<file path="src/sv/ffpr_pkg.sv">
package ffpr_pkg;

	localparam int FRAME_BYTES = 60;
	localparam int POS_W       = 6;
	localparam int ADDR_W      = 7;
	localparam int MEM_DEPTH   = 2 * FRAME_BYTES;

	// byte positions inside a frame
	localparam logic [POS_W-1:0] POS_FIRST_FIELD = POS_W'(1);
	localparam logic [POS_W-1:0] POS_LAST_FIELD  = POS_W'(57);
	localparam logic [POS_W-1:0] POS_TRAILER     = POS_W'(FRAME_BYTES - 1);
	localparam logic [ADDR_W-1:0] SLOT1_BASE     = ADDR_W'(FRAME_BYTES);

	// register indexes
	localparam logic [1:0] REG_HEADER  = 2'd0;
	localparam logic [1:0] REG_TRAILER = 2'd1;
	localparam logic [1:0] REG_LE      = 2'd2;

	localparam logic [7:0] HEADER_RST  = 8'hA5;
	localparam logic [7:0] TRAILER_RST = 8'h5A;

	// field kinds
	localparam logic [1:0] KIND_SWITCH = 2'd0;
	localparam logic [1:0] KIND_INT16  = 2'd1;
	localparam logic [1:0] KIND_FLOAT  = 2'd2;

	localparam logic [3:0] FLD_SWITCH    = 4'd0;
	localparam logic [3:0] FLD_FIRST_FLT = 4'd3;
	localparam logic [3:0] FLD_LAST      = 4'd15;

	typedef struct packed {
		logic              en;
		logic [ADDR_W-1:0] addr;
		logic [7:0]        data;
	} mem_wr_t;

	// one finished frame waiting for the back end
	typedef struct packed {
		logic slot;
		logic le;
	} frame_desc_t;

	typedef struct packed {
		logic en;
		logic slot;
	} slot_free_t;

endpackage

</file>
<file path="src/sv/ffpr_front.sv">
module ffpr_front (
	input  logic                 clk,
	input  logic                 arst_n,
	input  logic                 rx_valid,
	output logic                 rx_ready,
	input  logic [7:0]           rx_byte,
	input  logic [7:0]           header_byte,
	input  logic [7:0]           trailer_byte,
	input  logic                 little_endian,
	output ffpr_pkg::mem_wr_t     mem_wr,
	output logic                 push,
	output ffpr_pkg::frame_desc_t push_desc,
	input  ffpr_pkg::slot_free_t  slot_free
);
	import ffpr_pkg::*;

	logic [POS_W-1:0] cnt_q;
	logic [7:0]       byte0_q;
	logic             wr_slot_q;
	logic [1:0]       busy_q;
	logic             acc;
	logic             drop;
	logic             frame_end;

	// a slot stays busy from frame end until the back end has read it out
	assign rx_ready  = !busy_q[wr_slot_q];
	assign acc       = rx_valid && rx_ready;
	assign drop      = (cnt_q == '0) && (rx_byte != header_byte);
	assign frame_end = acc && !drop && (cnt_q == POS_TRAILER);
	// header rechecked against the current register value at frame end
	assign push      = frame_end && (byte0_q == header_byte) && (rx_byte == trailer_byte);

	assign push_desc.slot = wr_slot_q;
	assign push_desc.le   = little_endian;

	assign mem_wr.en   = acc && !drop;
	assign mem_wr.addr = ADDR_W'(cnt_q) + (wr_slot_q ? SLOT1_BASE : '0);
	assign mem_wr.data = rx_byte;

	always_ff @(posedge clk or negedge arst_n) begin
		if (!arst_n) begin
			cnt_q     <= '0;
			wr_slot_q <= 1'b0;
			busy_q    <= '0;
		end else begin
			if (acc && !drop) begin
				if (cnt_q == POS_TRAILER) begin
					cnt_q <= '0;
				end else begin
					cnt_q <= cnt_q + POS_W'(1);
				end
			end
			if (push) begin
				wr_slot_q <= !wr_slot_q;
			end
			for (int s = 0; s < 2; s++) begin
				if (push && (wr_slot_q == s[0])) begin
					busy_q[s] <= 1'b1;
				end else if (slot_free.en && (slot_free.slot == s[0])) begin
					busy_q[s] <= 1'b0;
				end
			end
		end
	end

	always_ff @(posedge clk) begin
		if (acc && !drop && (cnt_q == '0)) begin
			byte0_q <= rx_byte;
		end
	end

endmodule

</file>
<file path="src/sv/ffpr_queue.sv">
module ffpr_queue (
	input  logic                  clk,
	input  logic                  arst_n,
	input  logic                  push,
	input  ffpr_pkg::frame_desc_t push_desc,
	output logic                  pop_valid,
	output ffpr_pkg::frame_desc_t pop_desc,
	input  logic                  pop
);
	import ffpr_pkg::*;

	// two entries: at most two slots can be busy, so it never overflows
	frame_desc_t ent_q [2];
	logic        wp_q;
	logic        rp_q;
	logic [1:0]  cnt_q;

	assign pop_valid = (cnt_q != '0);
	assign pop_desc  = ent_q[rp_q];

	always_ff @(posedge clk or negedge arst_n) begin
		if (!arst_n) begin
			wp_q  <= 1'b0;
			rp_q  <= 1'b0;
			cnt_q <= '0;
		end else begin
			if (push) begin
				wp_q <= !wp_q;
			end
			if (pop) begin
				rp_q <= !rp_q;
			end
			unique case ({push, pop})
				2'b10:   cnt_q <= cnt_q + 2'd1;
				2'b01:   cnt_q <= cnt_q - 2'd1;
				default: cnt_q <= cnt_q;
			endcase
		end
	end

	always_ff @(posedge clk) begin
		if (push) begin
			ent_q[wp_q] <= push_desc;
		end
	end

endmodule

</file>
<file path="src/sv/ffpr_back.sv">
module ffpr_back (
	input  logic                  clk,
	input  logic                  arst_n,
	input  ffpr_pkg::mem_wr_t     mem_wr,
	input  logic                  desc_valid,
	input  ffpr_pkg::frame_desc_t desc,
	output logic                  pop,
	output ffpr_pkg::slot_free_t  slot_free,
	output logic                  field_valid,
	input  logic                  field_ready,
	output logic [3:0]            field_index,
	output logic [1:0]            field_kind,
	output logic [31:0]           field_value,
	output logic                  last_field
);
	import ffpr_pkg::*;

	localparam logic BK_IDLE = 1'b0;
	localparam logic BK_RUN  = 1'b1;

	logic [7:0]        mem [MEM_DEPTH];
	logic [7:0]        rdata_q;
	logic              state_q;
	logic              slot_q;
	logic              le_q;
	logic [POS_W-1:0]  pos_q;
	logic [3:0]        fld_q;
	logic [1:0]        bif_q;
	logic [31:0]       acc_q;
	logic              out_valid_q;

	logic [1:0]        nbytes_m1;
	logic [1:0]        lane;
	logic [31:0]       new_val;
	logic              field_end;
	logic              out_free;
	logic              advance;
	logic              last_byte;
	logic              rd_en;
	logic [POS_W-1:0]  rd_pos;
	logic              rd_slot;
	logic [ADDR_W-1:0] rd_addr;

	always_comb begin
		nbytes_m1 = (fld_q == FLD_SWITCH) ? 2'd0 : ((fld_q < FLD_FIRST_FLT) ? 2'd1 : 2'd3);
		lane      = le_q ? bif_q : (nbytes_m1 - bif_q);
		new_val   = (bif_q == '0) ? '0 : acc_q;
		new_val[{lane, 3'b000} +: 8] = rdata_q;
	end

	assign field_end = (bif_q == nbytes_m1);
	assign out_free  = !out_valid_q || field_ready;
	assign advance   = (state_q == BK_RUN) && (!field_end || out_free);
	assign last_byte = (pos_q == POS_LAST_FIELD);

	assign pop     = (state_q == BK_IDLE) && desc_valid;
	assign rd_en   = pop || (advance && !last_byte);
	assign rd_pos  = (state_q == BK_IDLE) ? POS_FIRST_FIELD : (pos_q + POS_W'(1));
	assign rd_slot = (state_q == BK_IDLE) ? desc.slot : slot_q;
	assign rd_addr = ADDR_W'(rd_pos) + (rd_slot ? SLOT1_BASE : '0);

	assign slot_free.en   = advance && last_byte;
	assign slot_free.slot = slot_q;
	assign field_valid    = out_valid_q;

	always_ff @(posedge clk) begin
		if (mem_wr.en) begin
			mem[mem_wr.addr] <= mem_wr.data;
		end
		if (rd_en) begin
			rdata_q <= mem[rd_addr];
		end
	end

	always_ff @(posedge clk or negedge arst_n) begin
		if (!arst_n) begin
			state_q     <= BK_IDLE;
			out_valid_q <= 1'b0;
		end else begin
			if (pop) begin
				state_q <= BK_RUN;
			end else if (advance && last_byte) begin
				state_q <= BK_IDLE;
			end
			if (advance && field_end) begin
				out_valid_q <= 1'b1;
			end else if (field_ready) begin
				out_valid_q <= 1'b0;
			end
		end
	end

	always_ff @(posedge clk) begin
		if (pop) begin
			slot_q <= desc.slot;
			le_q   <= desc.le;
			pos_q  <= POS_FIRST_FIELD;
			fld_q  <= FLD_SWITCH;
			bif_q  <= '0;
		end else if (advance) begin
			pos_q <= pos_q + POS_W'(1);
			acc_q <= new_val;
			if (field_end) begin
				fld_q <= fld_q + 4'd1;
				bif_q <= '0;
			end else begin
				bif_q <= bif_q + 2'd1;
			end
		end
		if (advance && field_end) begin
			field_index <= fld_q;
			field_kind  <= (fld_q == FLD_SWITCH) ? KIND_SWITCH :
				((fld_q < FLD_FIRST_FLT) ? KIND_INT16 : KIND_FLOAT);
			field_value <= new_val;
			last_field  <= (fld_q == FLD_LAST);
		end
	end

endmodule

</file>
<file path="src/sv/fixed_frame_parameter_receiver_top.sv">
// Channel   | Handshake               | Payload
// ----------+-------------------------+----------------------------------------------
// rx        | rx_valid / rx_ready     | rx_byte[7:0]
// field     | field_valid/field_ready | field_index, field_kind, field_value, last_field
// cfg       | cfg_we (no wait)        | cfg_index[1:0], cfg_wdata[7:0]
//
// One rx byte per cycle while rx_ready is high. A good frame is read back out of
// the frame RAM one byte per cycle while field_ready stays high: the pop of its
// descriptor starts the read, then the 57 field bytes give the 16 fields of a frame.
// The RAM holds two frame slots; rx_ready drops only when the slot being filled
// is still waiting to be read out, i.e. when the readout falls a whole frame behind.
// field_ready low freezes the readout at the next field boundary.
// arst_n clears counters, slot flags, queue and config registers; the RAM is not cleared.
module fixed_frame_parameter_receiver_top (
	input  logic        clk,
	input  logic        arst_n,
	input  logic        rx_valid,
	output logic        rx_ready,
	input  logic [7:0]  rx_byte,
	output logic        field_valid,
	input  logic        field_ready,
	output logic [3:0]  field_index,
	output logic [1:0]  field_kind,
	output logic [31:0] field_value,
	output logic        last_field,
	input  logic        cfg_we,
	input  logic [1:0]  cfg_index,
	input  logic [7:0]  cfg_wdata
);
	import ffpr_pkg::*;

	logic [7:0]  header_q;
	logic [7:0]  trailer_q;
	logic        le_q;

	mem_wr_t     mem_wr;
	logic        push;
	frame_desc_t push_desc;
	logic        desc_valid;
	frame_desc_t desc;
	logic        pop;
	slot_free_t  slot_free;

	// config registers; index 3 is not a register and is ignored
	always_ff @(posedge clk or negedge arst_n) begin
		if (!arst_n) begin
			header_q  <= HEADER_RST;
			trailer_q <= TRAILER_RST;
			le_q      <= 1'b0;
		end else if (cfg_we) begin
			unique case (cfg_index)
				REG_HEADER:  header_q  <= cfg_wdata;
				REG_TRAILER: trailer_q <= cfg_wdata;
				REG_LE:      le_q      <= cfg_wdata[0];
				default:     ;
			endcase
		end
	end

	// front: header hunt, byte count, RAM write, frame check
	ffpr_front u_front (
		.clk           (clk),
		.arst_n        (arst_n),
		.rx_valid      (rx_valid),
		.rx_ready      (rx_ready),
		.rx_byte       (rx_byte),
		.header_byte   (header_q),
		.trailer_byte  (trailer_q),
		.little_endian (le_q),
		.mem_wr        (mem_wr),
		.push          (push),
		.push_desc     (push_desc),
		.slot_free     (slot_free)
	);

	// finished frames (slot + byte order latched at the last byte)
	ffpr_queue u_queue (
		.clk       (clk),
		.arst_n    (arst_n),
		.push      (push),
		.push_desc (push_desc),
		.pop_valid (desc_valid),
		.pop_desc  (desc),
		.pop       (pop)
	);

	// back: frame RAM, field assembly, output register
	ffpr_back u_back (
		.clk         (clk),
		.arst_n      (arst_n),
		.mem_wr      (mem_wr),
		.desc_valid  (desc_valid),
		.desc        (desc),
		.pop         (pop),
		.slot_free   (slot_free),
		.field_valid (field_valid),
		.field_ready (field_ready),
		.field_index (field_index),
		.field_kind  (field_kind),
		.field_value (field_value),
		.last_field  (last_field)
	);

endmodule

</file>
<file path="config.mk">
export PLATFORM = sky130hd
export DESIGN_NAME = fixed_frame_parameter_receiver_top
export DESIGN_NICKNAME = d
export VERILOG_FILES = /design/src/sv/ffpr_pkg.sv /design/src/sv/ffpr_front.sv /design/src/sv/ffpr_queue.sv /design/src/sv/ffpr_back.sv /design/src/sv/fixed_frame_parameter_receiver_top.sv
export SDC_FILE = /design/constraint.sdc
export NUM_CORES = 1
export LEC_CHECK = 0
export ABC_AREA = 0
export ABC_CLOCK_PERIOD_IN_PS = 4150
export BUFFER_PORTS_ARGS = -buffer_cell sky130_fd_sc_hd__buf_2
export CAP_MARGIN = 20
export CORE_ASPECT_RATIO = 1.5
export CORE_MARGIN = 3
export CORE_UTILIZATION = 38
export CTS_BUF_LIST = sky130_fd_sc_hd__clkbuf_16
export DETAILED_ROUTE_END_ITERATION = 12
export SETUP_SLACK_MARGIN = 0.1
export SYNTH_ARGS = -nofsm -noshare
export SYNTH_HDL_FRONTEND = slang
export SYNTH_HIERARCHICAL = 1
export SYNTH_SLANG_ARGS = --single-unit
</file>
<file path="constraint.sdc">
create_clock -name clk -period 4.15 [get_ports clk]
set_input_delay 1.245 -clock clk [delete_from_list [all_inputs] [get_ports clk]]
set_output_delay 1.245 -clock clk [all_outputs]
set_load 0.02 [all_outputs]
</file>
==> results of run 1 <==
worst max path at each step:
stage                              to  slack [ns]
floorplan           u_back/rdata_q[6]        0.52
global placement    u_back/rdata_q[7]        0.17
detailed placement  u_back/rdata_q[7]         0.1
CTS                 u_back/rdata_q[4]        0.15
global route        u_back/rdata_q[4]        0.08
finish              u_back/rdata_q[4]        0.20
cell usage in the layout (no fill, tap or decap), types with 14 or more instances in the layout:
master	Yosys	routed
a211oi_1	29	29
a2111oi_0	17	17
xnor2_1	27	26
a22oi_1	14	14
o32a_1	34	34
o21ai_0	113	113
o211ai_1	21	21
buf_12	2	20
nor2b_1	19	18
clkinv_2	0	27
nor2_1	236	236
buf_4	42	247
dfrtp_1	24	23
nand2b_1	40	38
edfxtp_1	1053	1053
inv_1	29	45
a22o_1	25	25
nand3_1	47	47
o22a_1	17	17
nand2_1	94	93
o22ai_1	61	61
nor3_1	22	22
ha_1	20	18
a21oi_1	82	82
clkinv_1	2	18
xor2_1	17	17
o32ai_1	64	64
buf_2	69	55
mux2_2	63	63
clkbuf_16	0	99
nand4_1	22	22
o221ai_1	21	21
mux4_2	86	86
and3_1	14	14
mux2i_1	96	96
cell families (layout without fill, tap and decap cells):
logic type               after synthesis  count (layout)
XOR/XNOR                              45              45
multiplexers                         252             252
AND/OR/NAND/NOR                      564             564
AO/OA/AOI/OAI                        635             635
adder cells (fa/ha/maj)               22              22
flip-flops                          1097            1097
buffers and inverters                237             538
state kept, by name, indices dropped and copies added, names as in the netlist, 2 cells and up:
register / count
u_front/cnt_q: 6
u_back/pos_q: 6
u_front/busy_q: 2
u_back/rdata_q: 8
u_back/acc_q: 32
u_back/bif_q: 2
u_back/field_index: 4
u_front/byte0_q: 8
u_queue/ent_q: 4
trailer_q: 8
u_back/field_value: 32
u_back/field_kind: 2
u_queue/cnt_q: 2
u_back/mem: 960
header_q: 8
u_back/fld_q: 4
worst max-delay path, cell delays in order (launching register included):
cell and delay (ns):
dfrtp_1 0.41, mux2_1 0.34, mux2_2 0.37, ha_4 0.37, buf_12 0.26, buf_4 0.34
mux2i_1 0.22, a22oi_1 0.11, o211ai_1 0.19, a21oi_1 0.11, o311ai_0 0.60, buf_4 0.22
a32oi_1 0.08
layer usage:
layer,routed length (um),vias up,global-route usage [%],part of all wire [%]
met5,0,-,0,0
met4,5440,0,8.91,4.5
met3,6510,231,2.31,5.4
met2,63300,926,34.0,53
met1,45100,13800,23.3,37
li1,-,11900,-,-
layout make-up:
| class | count | share of cell area [%] |
|---|---|---|
| multi-input combinational | 1518 | 22.6 |
| inverter | 32 | 0.229 |
| sequential | 1097 | 62.4 |
| timing repair buffer | 324 | 4.93 |
| tap | 1570 | 3.75 |
| clock buffer | 98 | 4.68 |
| clock inverter | 84 | 1.39 |
through the flow:
| stage | hold slack [ns] | instances |
|---|---|---|
| global placement | 0.448 | 4540 |
| finish | 0.464 | 4723 |
| global route | 0.478 | 4723 |
| detailed placement | 0.455 | 4540 |
| CTS | 0.470 | 4722 |
| floorplan | 0.434 | 2852 |
timing repair:
item / in CTS / in global routing
endpoints found under the setup margin: 1 / 2
resized for setup: 1 / 1
buffers inserted: 0 / 0
cloned: 0 / 1
==> flow_summary.yaml, run 1 <==
outcome:
  status: "completed"
synthesis:
  synth_edf_count: 1053
  synth_xor_xnor_area_share_pct: 0.876
  synth-main-ff-cell: "edfxtp_1"
  synth_compound_area_share_pct: 10.0
  ys_warn_count: 6
  yosysTopAreaCell: "edfxtp_1"
  synth-simple-area-share_pct: 6.02
  synth_cell_type_count: 92
  synth_commonest_cells: "edfxtp_1, nor2_1, o21ai_0"
  yosysMostFrequentCell: "edfxtp_1"
  synth_top_area_share_pct: 69.0
  synthTopCellsByArea: "edfxtp_1, mux4_2, mux2i_1, nor2_1, mux2_2"
  avgSynthCellArea_sq_um: 16.1
  synthArstFlopShare_pct: 2.92
  synthAdderAreaFrac_pct: 0.633
  synth_seq_cells: 1097
  synth_top_family_by_area: "compound AO/OA/AOI/OAI gates"
  synth_area_sq_mm: 0.0458
  synth_seq_area_share_pct: 71.3
  synthMuxAreaShare_pct: 8.12
  synthCells: 2852
  syn_nets: 2897
timing:
  fin_setup_tns_ns: 0
  hold_violations: 0
  fin_crit_ns: 3.95
  timing.fmax_ghz: 0.253
  fin_skew_ns: 0.0274
  rsz0062_at_grt: "true"
  slew_headroom_pct: 26.6
  report.final.setup_viol: 0
  fin_crit_sh_pct: 95.2
  worstMarginPinSlew_ns: 1.09
  drv_slew: 0
  final.setup.worst_slack_ns: 0.199
critical_path:
  ff2ff_setup_slack_ns: 0.20
  r2r_start: "u_queue/rp_q"
  r2r-end: "u_back/rdata_q[4]"
  critical_path_class: "flop to flop"
  cp.required_ns: 4.58
  crit_arrival_ns: 4.38
  reg2reg_depth: 12
  cp-startpoint: "u_queue/rp_q"
  cp_max_fo: 33
  critPathLaunchType: "flop"
  endpoint_kind: "flop"
detailed_routing:
  first_iter_violations: 2400
  drt-pass1-iter-count: 6
  drtAntennaViolNets: 0
  drc: 0
  wire_per_inst_um: 25.5
  routed_via_density: 5.68
  via_count: 26800
  drt_wl_total_mm: 120
place:
  portBuffers: 63
  place_ws_ns: 0.0990
  gp_congestion: 0.884
  place_hpwl_mm: 76.6
  postPlaceCellArea_sq_mm: 0.0491
clock_tree:
  cts-root-buf: "clkbuf_16"
  clk_path_buf_depth: 3
  hold_buffers: 0
  clock_latency_ns: 0.70
  clock_sinks: 1097
  numCtsBuffers: 97
  path_clk_slew_ns: 0.06
  cts_tree: "done"
  htreeDepth: 3
finish:
  multi_input_area_sq_mm: 0.0118
  finish.utilization_pct: 43.8
  layout-drive-gt1-share_pct: 21.5
  finalInstanceArea_sq_mm: 0.0523
  num-nets-final: 3115
  area_delta_synth_final_pct: 14.2
  seq_area_sq_mm: 0.0327
  fillers: 10600
  antenna_cells: 0
hold_path:
  hold_depth: 1
  worstHoldStart: "u_back/bif_q[1]"
  hold_path.class: "flop to flop"
  holdPathEnd: "u_back/bif_q[1]"
floorplanning:
  die_w_um: 290
  die_height_um: 431
  io-pin-count: 64
  fp-row-count: 155
  fp.dieArea_sq_mm: 0.125
  initial_core_util_pct: 38.4
  coreArea_sq_mm: 0.119
grt:
  antenna_found_initial: 0
  grt-ovfl-total: 0
  grt.total_usage_pct: 19.2
  grt_max_degree: 94
  grt_pass1_wl_mm: 179
  grt_pass1_vias: 26900
run:
  maxCapViolations: 0
Power of run 1 is left out: the tool's default activity adds up to more than one toggle a clock period on the data nets, which glitch-free logic cannot reach.
==> run 2: changes to the inputs <==
--- a/config.mk
+++ b/config.mk
@@ -9,7 +9,6 @@
 export ABC_CLOCK_PERIOD_IN_PS = 4150
 export BUFFER_PORTS_ARGS = -buffer_cell sky130_fd_sc_hd__buf_2
 export CAP_MARGIN = 20
-export CORE_ASPECT_RATIO = 1.5
 export CORE_MARGIN = 3
 export CORE_UTILIZATION = 38
 export CTS_BUF_LIST = sky130_fd_sc_hd__clkbuf_16
==> run 2 against run 1 <==
Effect of this change: die area is essentially flat; design area grew 0.76%; flip-flop and latch count is the same; via count grew 0.26%; critical endpoint is now u_back/rdata_q[0]; highest routed layer unchanged.
==> flow_summary.yaml, run 2 (synthesized netlist as in run 1, its figures left out) <==
grt:
  antenna_found_initial: 0
  top_usage_layer: "met2"
  met3_usage_pct: 3.59
  gr-usage-met2_pct: 28.9
  grt_pass1_wl_mm: 174
  grt.total_usage_pct: 18.4
  grt-ovfl-total: 0
  gr-usage-met1_pct: 25.5
  grt_pass1_vias: 26400
  grt_max_degree: 122
finish:
  antenna_cells: 0
  layout_common_cells: "edfxtp_1, buf_4, nor2_1, clkbuf_16, o21ai_0"
  num-nets-final: 3130
  layout-drive-gt1-share_pct: 21.7
  area_delta_synth_final_pct: 15.1
  fillers: 10400
  finish.utilization_pct: 44.4
  reg_top3: "u_back/mem: 960 flops, u_back/acc_q: 32 flops, u_back/field_value: 32 flops"
  largest_reg_flops: 960
  top_register: "u_back/mem"
  final_common_cell: "edfxtp_1"
detailed_routing:
  drtAntennaViolNets: 0
  drt-pass1-iter-count: 5
  drc: 0
  drt_wl_total_mm: 117
  routed_via_density: 5.62
  first_iter_violations: 2921
  via_count: 26900
  wire_per_inst_um: 24.4
floorplanning:
  io-pin-count: 64
  fp.dieArea_sq_mm: 0.125
  die_w_um: 353
  fp-row-count: 126
  initial_core_util_pct: 38.6
  coreArea_sq_mm: 0.119
  die_height_um: 353
timing:
  rsz0062_at_grt: "false"
  slew_headroom_pct: 27.0
  fin_setup_tns_ns: 0
  fin_crit_ns: 3.90
  report.final.setup_viol: 0
  worstMarginPinSlew_ns: 1.10
  timing.fmax_ghz: 0.257
  fin_skew_ns: 0.0230
  fin_crit_sh_pct: 93.9
  drv_slew: 0
  hold_violations: 0
hold_path:
  hold_path.class: "flop to flop"
critical_path:
  cp.required_ns: 4.67
  crit_arrival_ns: 4.41
  cp_max_fo: 21
  critical_path_class: "flop to flop"
  endpoint_kind: "flop"
  critPathLaunchType: "flop"
place:
  portBuffers: 63
  gp_congestion: 0.836
  place_hpwl_mm: 72.6
run:
  maxCapViolations: 0
clock_tree:
  cts_tree: "done"
  postCtsSetupRepairBufs: 0
  hold_buffers: 0
  path_clk_slew_ns: 0.06
  cts-root-buf: "clkbuf_16"
  clock_sinks: 1097
  htreeDepth: 3
  clk_path_buf_depth: 3
  clock_latency_ns: 0.69
  post_cts_resized: 0
  numCtsBuffers: 110
outcome:
  status: "completed"
run 2: path summary, 6_finish.rpt:
path | start | end | slack [ns] | cells past startpoint
hold reg to reg | u_queue/cnt_q[1] | u_queue/cnt_q[1] | 0.46 | 1
setup reg to reg | u_back/pos_q[0] | u_back/rdata_q[0] | 0.25 | 12
max in group asynchronous | arst_n | u_back/state_q | 2.97 | 1
hold / removal | u_queue/cnt_q[1] | u_queue/cnt_q[1] | 0.46 | 1
min in group asynchronous | arst_n | header_q[4] | 0.62 | 1
setup / recovery | u_back/pos_q[0] | u_back/rdata_q[0] | 0.25 | 12
run 2: per-stage QoR:
| step | hold WS (ns) | cell area [sq um] | setup WS (ns) | instances |
|---|---|---|---|---|
| 2_1_floorplan | 0.434 | 45800 | 0.521 | 2852 |
| 3_3_place_gp | 0.449 | 49100 | 0.153 | 4568 |
| 3_5_place_dp | 0.455 | 49100 | 0.129 | 4568 |
| 4_1_cts | 0.466 | 52700 | 0.111 | 4775 |
| 5_1_grt | 0.472 | 52700 | 0.205 | 4780 |
| 6_report | 0.461 | 52700 | 0.254 | 4780 |
run 2: per-layer routing:
metal | part of all wire, % | vias to the layer above
met5 | 0 | -
met4 | 3.1 | 0
met3 | 7.2 | 198
met2 | 47 | 995
met1 | 43 | 13800
li1 | - | 11900
run 2: cell type report:
type | count | area, sq um | area share (%)
multi-input combinational | 1518 | 11800 | 22.4
sequential | 1097 | 32700 | 62.0
tap | 1600 | 2000 | 3.80
clock inverter | 94 | 776 | 1.47
clock buffer | 113 | 2830 | 5.36
inverter | 32 | 120 | 0.228
timing repair buffer | 326 | 2520 | 4.78
run 2: worst max-delay path: stages, from the launching register on:
cell,delay (ns)
dfxtp_4,0.37
ha_1,0.24
xnor2_1,0.13
nor2_1,0.37
ha_4,0.20
inv_1,0.06
fa_2,0.44
xnor2_2,0.18
buf_4,0.24
a211oi_1,0.55
a311o_1,0.24
nand4_1,0.37
a32oi_1,0.33
Power of run 2 is left out for the same reason.
